[src/hdl/page_table_walk_translate_defines.svh]
// Assertion macros used by the walk sequencer of the page-table walk RTL.
// Depends on nothing; included by modules that carry assertions.
`ifndef PAGE_TABLE_WALK_TRANSLATE_DEFINES_SVH
`define PAGE_TABLE_WALK_TRANSLATE_DEFINES_SVH

// Same-cycle implication: the consequent must hold whenever the antecedent holds.
`define PTWT_ASSERT_SAME(label, clk, rst, ante, cons, msg) \
   label: assert property (@(posedge clk) disable iff (rst) (ante) |-> (cons)) \
      else $error(msg);

// Next-cycle implication: the consequent must hold in the cycle after the antecedent.
`define PTWT_ASSERT_NEXT(label, clk, rst, ante, cons, msg) \
   label: assert property (@(posedge clk) disable iff (rst) (ante) |=> (cons)) \
      else $error(msg);

`endif

[src/hdl/ptwt_pkg.sv]
// Shared types and constants for the four-level page-table walker.
// Depends on nothing; imported by every module of the block.
package ptwt_pkg;

   // Field widths of the transactions.
   localparam int VA_W              = 64;
   localparam int PA_W              = 52;
   localparam int ENTRY_W           = 64;
   localparam int SLOT_W            = 6;
   localparam int ROOT_W            = 6;
   localparam int ENTRIES_PER_TABLE = 512;
   localparam int IDX_W             = $clog2(ENTRIES_PER_TABLE);
   localparam int FRAME_NUM_W       = 40;
   localparam int PAGE_OFF_W        = 12;

   // Default store size in table frames.
   localparam int TABLE_FRAMES_DEF  = 64;

   // Entry bit positions.
   localparam int PRESENT_BIT       = 0;
   localparam int HUGE_BIT          = 7;

   // Request actions.
   localparam logic ACT_WRITE       = 1'b0;
   localparam logic ACT_TRANSLATE   = 1'b1;

   // Response status codes.
   typedef enum logic [2:0] {
      ST_OK         = 3'd0,
      ST_UNMAPPED   = 3'd1,
      ST_NONCANON   = 3'd2,
      ST_OUTSIDE    = 3'd3,
      ST_MISALIGNED = 3'd4
   } status_type;

   typedef struct packed {
      logic                 action;
      logic [SLOT_W-1:0]    table_slot;
      logic [IDX_W-1:0]     entry_index;
      logic [ENTRY_W-1:0]   entry_value;
      logic [VA_W-1:0]      vaddr;
   } req_type;

   typedef struct packed {
      logic [PA_W-1:0]      physical_address;
      status_type           status;
   } rsp_type;

endpackage

[src/hdl/ptwt_walk.sv]
// Walk sequencer: accepts requests, drives the table store, holds the response.
// Depends on ptwt_pkg and the assertion macros in the defines header.
`include "page_table_walk_translate_defines.svh"

module ptwt_walk #(
   parameter int TABLE_FRAMES = ptwt_pkg::TABLE_FRAMES_DEF,
   parameter int FRAME_W      = 6,
   parameter int ADDR_W       = 15
) (
   input  logic                           clock,
   input  logic                           reset,
   input  logic [ptwt_pkg::ROOT_W-1:0]    root_frame,
   input  logic                           req_valid,
   output logic                           req_ready,
   input  ptwt_pkg::req_type              req_payload,
   output logic                           rsp_valid,
   input  logic                           rsp_ready,
   output ptwt_pkg::rsp_type              rsp_payload,
   output logic                           mem_we,
   output logic                           mem_re,
   output logic [ADDR_W-1:0]              mem_addr,
   output logic [ptwt_pkg::ENTRY_W-1:0]   mem_wdata,
   input  logic [ptwt_pkg::ENTRY_W-1:0]   mem_rdata
);
   import ptwt_pkg::*;

   typedef enum logic [2:0] {
      S_IDLE   = 3'b001,
      S_LOOKUP = 3'b010,
      S_FINISH = 3'b100
   } state_type;

   typedef enum logic [1:0] {
      LVL_1 = 2'd0,
      LVL_2 = 2'd1,
      LVL_3 = 2'd2,
      LVL_4 = 2'd3
   } level_type;

   localparam int                 VA_KEEP_W = 48;
   localparam logic [FRAME_NUM_W-1:0] FRAME_LIMIT = FRAME_NUM_W'(TABLE_FRAMES);

   state_type               state_ff, state_in;
   level_type               level_ff, level_in;
   logic [VA_KEEP_W-1:0]    va_ff, va_in;
   logic [PA_W-1:0]         res_pa_ff, res_pa_in;
   status_type              res_st_ff, res_st_in;
   logic                    rsp_valid_ff, rsp_valid_in;
   logic [PA_W-1:0]         rsp_pa_ff, rsp_pa_in;
   status_type              rsp_st_ff, rsp_st_in;

   logic                    out_free;
   logic                    va_noncanon;
   logic                    root_outside;
   logic                    slot_inside;
   logic [FRAME_NUM_W-1:0]  root_ext;
   logic [FRAME_NUM_W-1:0]  slot_ext;

   logic                    ent_present;
   logic                    ent_huge;
   logic [FRAME_NUM_W-1:0]  ent_frame;
   logic                    ent_outside;
   logic                    dec_fin;
   status_type              dec_st;
   logic [FRAME_NUM_W-1:0]  dec_frame;
   logic                    dec_next;
   logic [IDX_W-1:0]        dec_idx;
   level_type               dec_level;

   // Checks on the incoming transaction.
   assign root_ext     = {{(FRAME_NUM_W-ROOT_W){1'b0}}, root_frame};
   assign slot_ext     = {{(FRAME_NUM_W-SLOT_W){1'b0}}, req_payload.table_slot};
   assign root_outside = (root_ext >= FRAME_LIMIT);
   assign slot_inside  = (slot_ext < FRAME_LIMIT);
   assign va_noncanon  = (req_payload.vaddr[VA_W-1:VA_KEEP_W-1] != '0) &&
                         (req_payload.vaddr[VA_W-1:VA_KEEP_W-1] != '1);
   assign out_free     = !rsp_valid_ff || rsp_ready;

   // Fields of the entry returned by the store.
   assign ent_present = mem_rdata[PRESENT_BIT];
   assign ent_huge    = mem_rdata[HUGE_BIT];
   assign ent_frame   = mem_rdata[PAGE_OFF_W +: FRAME_NUM_W];
   assign ent_outside = (ent_frame >= FRAME_LIMIT);

   // Decode the entry for the current level: either finish or descend.
   always_comb begin
      dec_fin   = 1'b0;
      dec_st    = ST_OK;
      dec_frame = ent_frame;
      dec_next  = 1'b0;
      dec_idx   = va_ff[38:30];
      dec_level = LVL_3;
      unique case (level_ff)
         LVL_4: begin
            if (!ent_present || ent_huge) begin
               dec_fin = 1'b1;
               dec_st  = ST_UNMAPPED;
            end else if (ent_outside) begin
               dec_fin = 1'b1;
               dec_st  = ST_OUTSIDE;
            end else begin
               dec_next  = 1'b1;
               dec_idx   = va_ff[38:30];
               dec_level = LVL_3;
            end
         end
         LVL_3: begin
            if (!ent_present) begin
               dec_fin = 1'b1;
               dec_st  = ST_UNMAPPED;
            end else if (ent_huge) begin
               // A 1 GiB page needs a frame aligned to 2^18 frames.
               dec_fin   = 1'b1;
               dec_st    = (ent_frame[17:0] != '0) ? ST_MISALIGNED : ST_OK;
               dec_frame = {ent_frame[FRAME_NUM_W-1:18], va_ff[29:12]};
            end else if (ent_outside) begin
               dec_fin = 1'b1;
               dec_st  = ST_OUTSIDE;
            end else begin
               dec_next  = 1'b1;
               dec_idx   = va_ff[29:21];
               dec_level = LVL_2;
            end
         end
         LVL_2: begin
            if (!ent_present) begin
               dec_fin = 1'b1;
               dec_st  = ST_UNMAPPED;
            end else if (ent_huge) begin
               // A 2 MiB page needs a frame aligned to 2^9 frames.
               dec_fin   = 1'b1;
               dec_st    = (ent_frame[8:0] != '0) ? ST_MISALIGNED : ST_OK;
               dec_frame = {ent_frame[FRAME_NUM_W-1:9], va_ff[20:12]};
            end else if (ent_outside) begin
               dec_fin = 1'b1;
               dec_st  = ST_OUTSIDE;
            end else begin
               dec_next  = 1'b1;
               dec_idx   = va_ff[20:12];
               dec_level = LVL_1;
            end
         end
         LVL_1: begin
            // The huge bit means nothing here; a present entry maps 4 KiB.
            dec_fin = 1'b1;
            dec_st  = ent_present ? ST_OK : ST_UNMAPPED;
         end
         default: begin
            dec_fin = 1'b1;
            dec_st  = ST_UNMAPPED;
         end
      endcase
   end

   // Sequencer. Writes and reads of the store never overlap, since only one
   // transaction is in flight and writes are taken only while idle.
   always_comb begin
      state_in     = state_ff;
      level_in     = level_ff;
      va_in        = va_ff;
      res_pa_in    = res_pa_ff;
      res_st_in    = res_st_ff;
      rsp_valid_in = rsp_valid_ff && !rsp_ready;
      rsp_pa_in    = rsp_pa_ff;
      rsp_st_in    = rsp_st_ff;
      mem_we       = 1'b0;
      mem_re       = 1'b0;
      mem_addr     = '0;
      mem_wdata    = req_payload.entry_value;
      req_ready    = 1'b0;
      unique case (state_ff)
         S_IDLE: begin
            req_ready = !reset;
            if (req_valid && !reset) begin
               if (req_payload.action == ACT_WRITE) begin
                  mem_we   = slot_inside;
                  mem_addr = {slot_ext[FRAME_W-1:0], req_payload.entry_index};
               end else begin
                  va_in     = req_payload.vaddr[VA_KEEP_W-1:0];
                  res_pa_in = '0;
                  if (va_noncanon) begin
                     res_st_in = ST_NONCANON;
                     state_in  = S_FINISH;
                  end else if (root_outside) begin
                     res_st_in = ST_OUTSIDE;
                     state_in  = S_FINISH;
                  end else begin
                     mem_re   = 1'b1;
                     mem_addr = {root_ext[FRAME_W-1:0],
                                 req_payload.vaddr[47:39]};
                     level_in = LVL_4;
                     state_in = S_LOOKUP;
                  end
               end
            end
         end
         S_LOOKUP: begin
            if (dec_fin) begin
               res_st_in = dec_st;
               res_pa_in = (dec_st == ST_OK) ? {dec_frame, va_ff[PAGE_OFF_W-1:0]} : '0;
               state_in  = S_FINISH;
            end else if (dec_next) begin
               mem_re   = 1'b1;
               mem_addr = {ent_frame[FRAME_W-1:0], dec_idx};
               level_in = dec_level;
            end
         end
         S_FINISH: begin
            if (out_free) begin
               rsp_valid_in = 1'b1;
               rsp_pa_in    = res_pa_ff;
               rsp_st_in    = res_st_ff;
               state_in     = S_IDLE;
            end
         end
         default: begin
            state_in = S_IDLE;
         end
      endcase
   end

   // Control registers.
   always_ff @(posedge clock) begin
      if (reset) begin
         state_ff     <= S_IDLE;
         level_ff     <= LVL_4;
         rsp_valid_ff <= 1'b0;
      end else begin
         state_ff     <= state_in;
         level_ff     <= level_in;
         rsp_valid_ff <= rsp_valid_in;
      end
   end

   // Payload registers.
   always_ff @(posedge clock) begin
      va_ff     <= va_in;
      res_pa_ff <= res_pa_in;
      res_st_ff <= res_st_in;
      rsp_pa_ff <= rsp_pa_in;
      rsp_st_ff <= rsp_st_in;
   end

   assign rsp_valid                    = rsp_valid_ff;
   assign rsp_payload.physical_address = rsp_pa_ff;
   assign rsp_payload.status           = rsp_st_ff;

   // Checks on the sequencer.
   `PTWT_ASSERT_SAME(a_no_rw_overlap, clock, reset, mem_we, !mem_re, "store read and write collide")
   `PTWT_ASSERT_NEXT(a_read_then_lookup, clock, reset, mem_re, state_ff == S_LOOKUP, "read without lookup")
   `PTWT_ASSERT_SAME(a_error_zero_pa, clock, reset, rsp_valid_ff && (rsp_st_ff != ST_OK), rsp_pa_ff == '0, "error response with nonzero address")
   `PTWT_ASSERT_NEXT(a_finish_delivers, clock, reset, (state_ff == S_FINISH) && out_free, rsp_valid_ff, "finished walk not presented")

endmodule

[config.mk]
export PLATFORM = sky130hd
export DESIGN_NAME = ptwt_walk
export DESIGN_NICKNAME = d
export VERILOG_FILES = /design/src/hdl/ptwt_pkg.sv /design/src/hdl/ptwt_walk.sv
export VERILOG_INCLUDE_DIRS = /design/src /design/src/hdl
export SDC_FILE = /design/constraint.sdc
export NUM_CORES = 1
export LEC_CHECK = 0
export BUFFER_PORTS_ARGS = -buffer_cell sky130_fd_sc_hd__buf_2
export CAP_MARGIN = 5
export CORE_AREA = 2 2 139 141
export DETAILED_ROUTE_END_ITERATION = 8
export DIE_AREA = 0 0 141 143
export GPL_ROUTABILITY_DRIVEN = 1
export PLACE_DENSITY = 0.66
export SYNTH_ARGS = -nofsm -noshare
export SYNTH_HDL_FRONTEND = slang
export SYNTH_SLANG_ARGS = --single-unit
[constraint.sdc]
create_clock -name clock -period 15.8 [get_ports clock]
set_clock_uncertainty 0.1 [all_clocks]
set_input_delay 3.95 -clock clock [delete_from_list [all_inputs] [get_ports clock]]
set_output_delay 3.95 -clock clock [all_outputs]
set_load 0.005 [all_outputs]
==> impl_metrics.ini, run 1 <==
[detailed_routing]
drt-initial-drc-count = 286
ant_nets = 0
drc = 0
viasPerCell = 5.16
wire_per_inst_um = 20.6
first_pass_iters = 5
num_vias = 4512
totalWireLength_mm = 18.0

[global_route]
grt_max_degree = 56
antenna_found_initial = 2
grt_use_total_pct = 17.3
grt_first_pass_wirelength_mm = 25.6
overflow = 0
grt_pass1_vias = 4527

[sta]
worst_slew_pin_slew_ns = 1.00
fin_crit_sh_pct = 65.8
setup_viol = 0
rsz0062_at_grt = no
slew_viol_final = 0
timing.fmax_mhz = 96.1
hold_viol = 0
post-route-min-period_ns = 10.40
slew_headroom_pct = 33.0
setup_total_negative_slack_ns = 0

[finish]
finalNonFillerCells = 875
multiInputGateArea_mm2 = 0.00153
seqCellArea_mm2 = 0.00459
syn_to_final_growth_pct = 20.8
fin_area_mm2 = 0.00807
layout-drive-gt1-share_pct = 38.8
nFillCells = 1654
nets = 851

[floorplanning]
dieArea_mm2 = 0.0202
start_util_pct = 36.0
core-area_mm2 = 0.0186
num_rows = 50
die_width_um = 141
die_y_um = 143
num_io_pins = 356

[clock_tree]
cts-hold-fix-buffers = 0
h-tree-depth = 4
clk_path_buf_depth = 2
worstSkewPairLatency_ns = 0.42
clk_root_buffer_cell = clkbuf_16
ctsResizeCount = 0
clock-sinks = 155
cts_tree = built
cts_setup_buffers = 0
clkTransAtPathRegs_ns = 0.06
cts_buffers = 17

[synthesis]
syn_inst = 478
yosysMostFrequentCell = edfxtp_1
seq_area_frac_synth_pct = 68.8
synth_warnings = 0
synth_top_area_share_pct = 67.0
yosysTopAreaCell = edfxtp_1
synthTopCellsByCount = edfxtp_1 (149), buf_4 (65), nor2_1 (38)
synth_cell_types = 49
synth_area_mm2 = 0.00668
ys_ff_latch = 155
postSynth.asyncResetShare_pct = 0
synth.area.top_cells = edfxtp_1 (67%), buf_4 (7.3%), and2_1 (3.3%)
syn_nets = 702
synthFlopType = edfxtp_1
synth_edf_count = 149
postSynthAreaPerCell_um2 = 14.0

[worst_setup_path]
criticalPathCategory = input pin to output port
crit_path_frequent_cell = buf_2
critPathRequiredTime_ns = 11.75
worst_path_largest_cell_delay_ns = 0.79
cp.depth = 8
cp_slowest_cell = o2bb2ai_2
r2r_start = state_ff[1]$_SDFFE_PP0P_
cp-start-kind = input pin
critPathTopFamily = compound AO/OA/AOI/OAI gates
worst-path-max-fanout = 18
critPathBufInv = 3
worstPathArrival_ns = 6.35
reg2regPathDepth = 6
crit_path_end_kind = output port
path_cells = buf_2 > or4b_2 > inv_1 > nand4_1 > o2bb2ai_2 > a22oi_1 > nand2_1 > buf_2
crit_path_start = reset

[place]
finalWeightedCongestion = 0.831
dp.cells = 842
hpwl_mm = 13.9
io_buffers = 205
placed_area_mm2 = 0.00751

[worst_hold_path]
holdCritPathClass = flop to flop
hold_path_startpoint = res_pa_ff[11]$_SDFFCE_PN0P_
hold_depth = 0

[run]
drv_cap = 0

[power]
ir_worst_vdd_v = 0.0000642
leakage_uw = 0.00313
cellPowerDensity_mw_per_mm2 = 109

[outcome]
status = finished, final reports clean
through the flow:
| step | util [%] | hold slack (ns) | total power, uW | setup slack, ns |
|---|---|---|---|---|
| after detailed placement | 40.4 | 0.305 | 506 | 5.36 |
| final | 43.4 | 0.316 | 883 | 5.40 |
| after global placement | 40.4 | 0.300 | 504 | 5.42 |
| after floorplan | - | 0.300 | 492 | 5.10 |
| after global routing | 43.4 | 0.321 | 910 | 5.26 |
| after CTS | 43.4 | 0.318 | 891 | 5.36 |
cell type report:
class / count / area share, %
clock inverter: 11 / 1.53
tap: 234 / 3.63
timing repair buffer: 210 / 13.2
multi-input combinational: 236 / 19.0
inverter: 7 / 0.325
clock buffer: 20 / 5.41
antenna: 2 / 0.0620
sequential: 155 / 56.9
registers in the layout, indices dropped and copies added, names as in the netlist:
name       cells
rsp_valid      1
va_ff         39
rsp_st_ff      3
res_pa_ff     52
state_ff       3
res_st_ff      3
rsp_pa_ff     52
level_ff       2
power breakdown:
part / switching, uW / internal (uW)
sequential: 3.11 / 456
combinational: 20.4 / 17.4
clock: 155 / 231
routing by layer:
layer | wire length (um) | vias up | GRT usage (%) | part of all wire, %
li1 | - | 2055 | - | -
met4 | 716 | 0 | 9.00 | 4.0
met3 | 1730 | 59 | 5.90 | 9.6
met1 | 6220 | 2117 | 18.0 | 35
met2 | 9340 | 281 | 30.9 | 52
met5 | 0 | - | 0 | 0
placed cells by master (no fill, tap or decap), types with 3 or more instances in the layout:
master	netlist	layout
a32oi_1	9	9
dfxtp_1	6	6
a22oi_1	24	24
edfxtp_1	149	149
nor4_1	14	14
a221o_1	8	8
nand2_1	26	26
clkbuf_16	0	17
nand3_1	3	3
o21ai_0	6	6
inv_1	7	7
buf_2	1	205
nor2_1	38	37
and2_1	35	35
clkinv_4	0	4
nor2b_1	3	3
a211oi_1	10	10
a21oi_1	9	8
ha_1	6	6
nor3_1	5	5
buf_4	65	5
clkbuf_1	11	3
nand4_1	8	8
cells by family (layout without fill, tap and decap cells):
kind of cell,after synthesis,count (layout),synth area share (%)
XOR/XNOR,1,1,0.131
adder cells (fa/ha/maj),6,6,1.12
other,0,2,0
AND/OR/NAND/NOR,151,151,12.3
flip-flops,155,155,68.8
buffers and inverters,87,248,8.84
AO/OA/AOI/OAI,78,78,8.80
worst paths after layout:
kind | to | slack (ns)
setup / recovery | mem_addr[12] | 5.40
hold reg to reg | rsp_pa_ff[11]$_DFFE_PP_ | 0.32
setup reg to reg | res_pa_ff[29]$_SDFFCE_PN0P_ | 12.28
hold / removal | rsp_pa_ff[11]$_DFFE_PP_ | 0.32
Power figures use the tool's default switching activity.
==> run 2, diff against run 1 <==
--- a/config.mk
+++ b/config.mk
@@ -12,7 +12,7 @@
 export DETAILED_ROUTE_END_ITERATION = 8
 export DIE_AREA = 0 0 141 143
 export GPL_ROUTABILITY_DRIVEN = 1
-export PLACE_DENSITY = 0.66
+export PLACE_DENSITY = 0.69
 export SYNTH_ARGS = -nofsm -noshare
 export SYNTH_HDL_FRONTEND = slang
 export SYNTH_SLANG_ARGS = --single-unit
==> constraint.sdc (replaced) <==
create_clock -name clock -period 8.75 [get_ports clock]
set_clock_uncertainty 0.1 [all_clocks]
set_input_delay 2.1875 -clock clock [delete_from_list [all_inputs] [get_ports clock]]
set_output_delay 2.1875 -clock clock [all_outputs]
set_load 0.005 [all_outputs]
==> run 2 against run 1 <==
- via count shrank 2.8%
- final cell count shrank 0.11%
- cell area is essentially flat
- setup slack lost 3.6 ns
- power grew 81%
- non-clock buffer count is the same
- die area is the same
- critical path depth is the same
- clock power grew 81%
- worst hold slack gained 0.0021 ns
- critical path type unchanged
==> impl_metrics.ini, run 2 (synthesized netlist as in run 1, its figures left out) <==
[worst_setup_path]
critPathBufInv = 3
critPathRequiredTime_ns = 6.46
crit_path_frequent_cell = buf_2
worstPathArrival_ns = 4.64
worst_path_largest_cell_delay_ns = 0.84
criticalPathCategory = input pin to output port
cp_slowest_cell = o2bb2ai_2
cp-start-kind = input pin
reg2reg_setup_slack_ns = 5.27
crit_path_start = reset
path_cells = buf_2 > or4b_2 > inv_1 > nand4_1 > o2bb2ai_2 > a22oi_1 > nand2_1 > buf_2
crit_path_end_kind = output port
worst-path-max-fanout = 18
rr_endpoint = res_pa_ff[26]$_SDFFCE_PN0P_
reg2regPathDepth = 6
r2r_start = state_ff[1]$_SDFFE_PP0P_
critPathTopFamily = compound AO/OA/AOI/OAI gates

[detailed_routing]
ant_nets = 0
first_pass_iters = 5
viasPerCell = 5.02
drc = 0
num_vias = 4385
totalWireLength_mm = 16.7
drt-initial-drc-count = 351
wire_per_inst_um = 19.1

[sta]
worst_slew_pin_slew_ns = 1.06
setup_ws_ns = 1.82
slew_headroom_pct = 28.7
fin_crit_sh_pct = 79.2
setup_total_negative_slack_ns = 0
slew_viol_final = 0
post-route-min-period_ns = 6.93
timing.fmax_mhz = 144
hold_viol = 0
rsz0062_at_grt = no
setup_viol = 0

[floorplanning]
dieArea_mm2 = 0.0202
core-area_mm2 = 0.0186
die_y_um = 143
num_rows = 50
start_util_pct = 36.0
die_width_um = 141
num_io_pins = 356

[power]
cellPowerDensity_mw_per_mm2 = 198
ir_worst_vdd_v = 0.000143
leakage_uw = 0.00313

[finish]
nFillCells = 1689
finalNonFillerCells = 874
diodes = 0
fin_area_mm2 = 0.00807
multiInputGateArea_mm2 = 0.00153
largest_registers = res_pa_ff: 52 flops, rsp_pa_ff: 52 flops, va_ff: 39 flops
nets = 851
layout_commonest_cell = buf_2
syn_to_final_growth_pct = 20.8
layout-drive-gt1-share_pct = 39.4
final_cell_mix = buf_2 (205), edfxtp_1 (149), nor2_1 (37)
finalCoreUtilization_pct = 43.4
seqCellArea_mm2 = 0.00459

[clock_tree]
ctsResizeCount = 0
clock-sinks = 155
cts-hold-fix-buffers = 0
cts_buffers = 17
cts_tree = built
cts_setup_buffers = 0
clk_path_buf_depth = 2
clkTransAtPathRegs_ns = 0.06
h-tree-depth = 4
worstSkewPairLatency_ns = 0.41
clk_root_buffer_cell = clkbuf_16

[place]
finalWeightedCongestion = 0.822
hpwl_mm = 12.9
pre_cts_ws_ns = 1.80
dp.cells = 842
io_buffers = 205
placed_area_mm2 = 0.00751

[run]
drv_cap = 0

[global_route]
grtUsageMet1_pct = 18.4
met3_usage_pct = 4.66
grt_pass1_vias = 4187
grt_max_degree = 56
antenna_found_initial = 1
grt_use_total_pct = 16.2
grt_first_pass_wirelength_mm = 23.8
gr-usage-met2_pct = 28.0
overflow = 0
grt.busiest_layer = met2

[worst_hold_path]
hold_depth = 0
holdCritPathClass = flop to flop
hold_path_startpoint = res_pa_ff[5]$_SDFFCE_PN0P_
min_to = rsp_pa_ff[5]$_DFFE_PP_

[outcome]
status = finished, final reports clean
[run 2: cell types whose count changed in the layout (fill, tap and decap cells not counted)]
cell	delta
diode_2	-2
inv_6	+7
bufinv_16	-1
clkinv_4	-4
clkinv_1	-1
clkinvlp_4	+1
inv_8	+1
clkbuf_1	-2
[run 2: final cells by class]
cell class / count / share of cell area, %
tap: 234 / 3.63
timing repair buffer: 210 / 13.2
inverter: 7 / 0.326
sequential: 155 / 56.9
clock buffer: 18 / 5.32
multi-input combinational: 236 / 19.0
clock inverter: 14 / 1.67
[run 2: per-layer routing]
layer	routed length [um]	vias up
li1	-	2049
met1	6420	2051
met2	8550	232
met3	1200	51
met4	504	2
met5	13	-
[run 2: power breakdown]
part,internal [uW],switching [uW]
clock network,398,301
logic,31.4,35.1
registers,824,5.12
total,1250,341
[run 2: metrics by stage]
| stage | power, uW | hold WS (ns) |
|---|---|---|
| floorplan | 888 | 0.300 |
| global placement | 910 | 0.301 |
| detailed placement | 912 | 0.305 |
| CTS | 1610 | 0.316 |
| global route | 1650 | 0.320 |
| finish | 1590 | 0.318 |
[run 2: how the worst max path moves through the flow]
stage,slack [ns],endpoint,cells after the start
6_report,1.82,mem_addr[12],8
2_1_floorplan,0.47,res_st_ff[0]$_DFFE_PP_,6
3_5_place_dp,1.80,mem_addr[14],8
5_1_grt,1.64,mem_addr[11],8
3_3_place_gp,1.87,mem_addr[13],8
4_1_cts,1.79,mem_addr[14],8
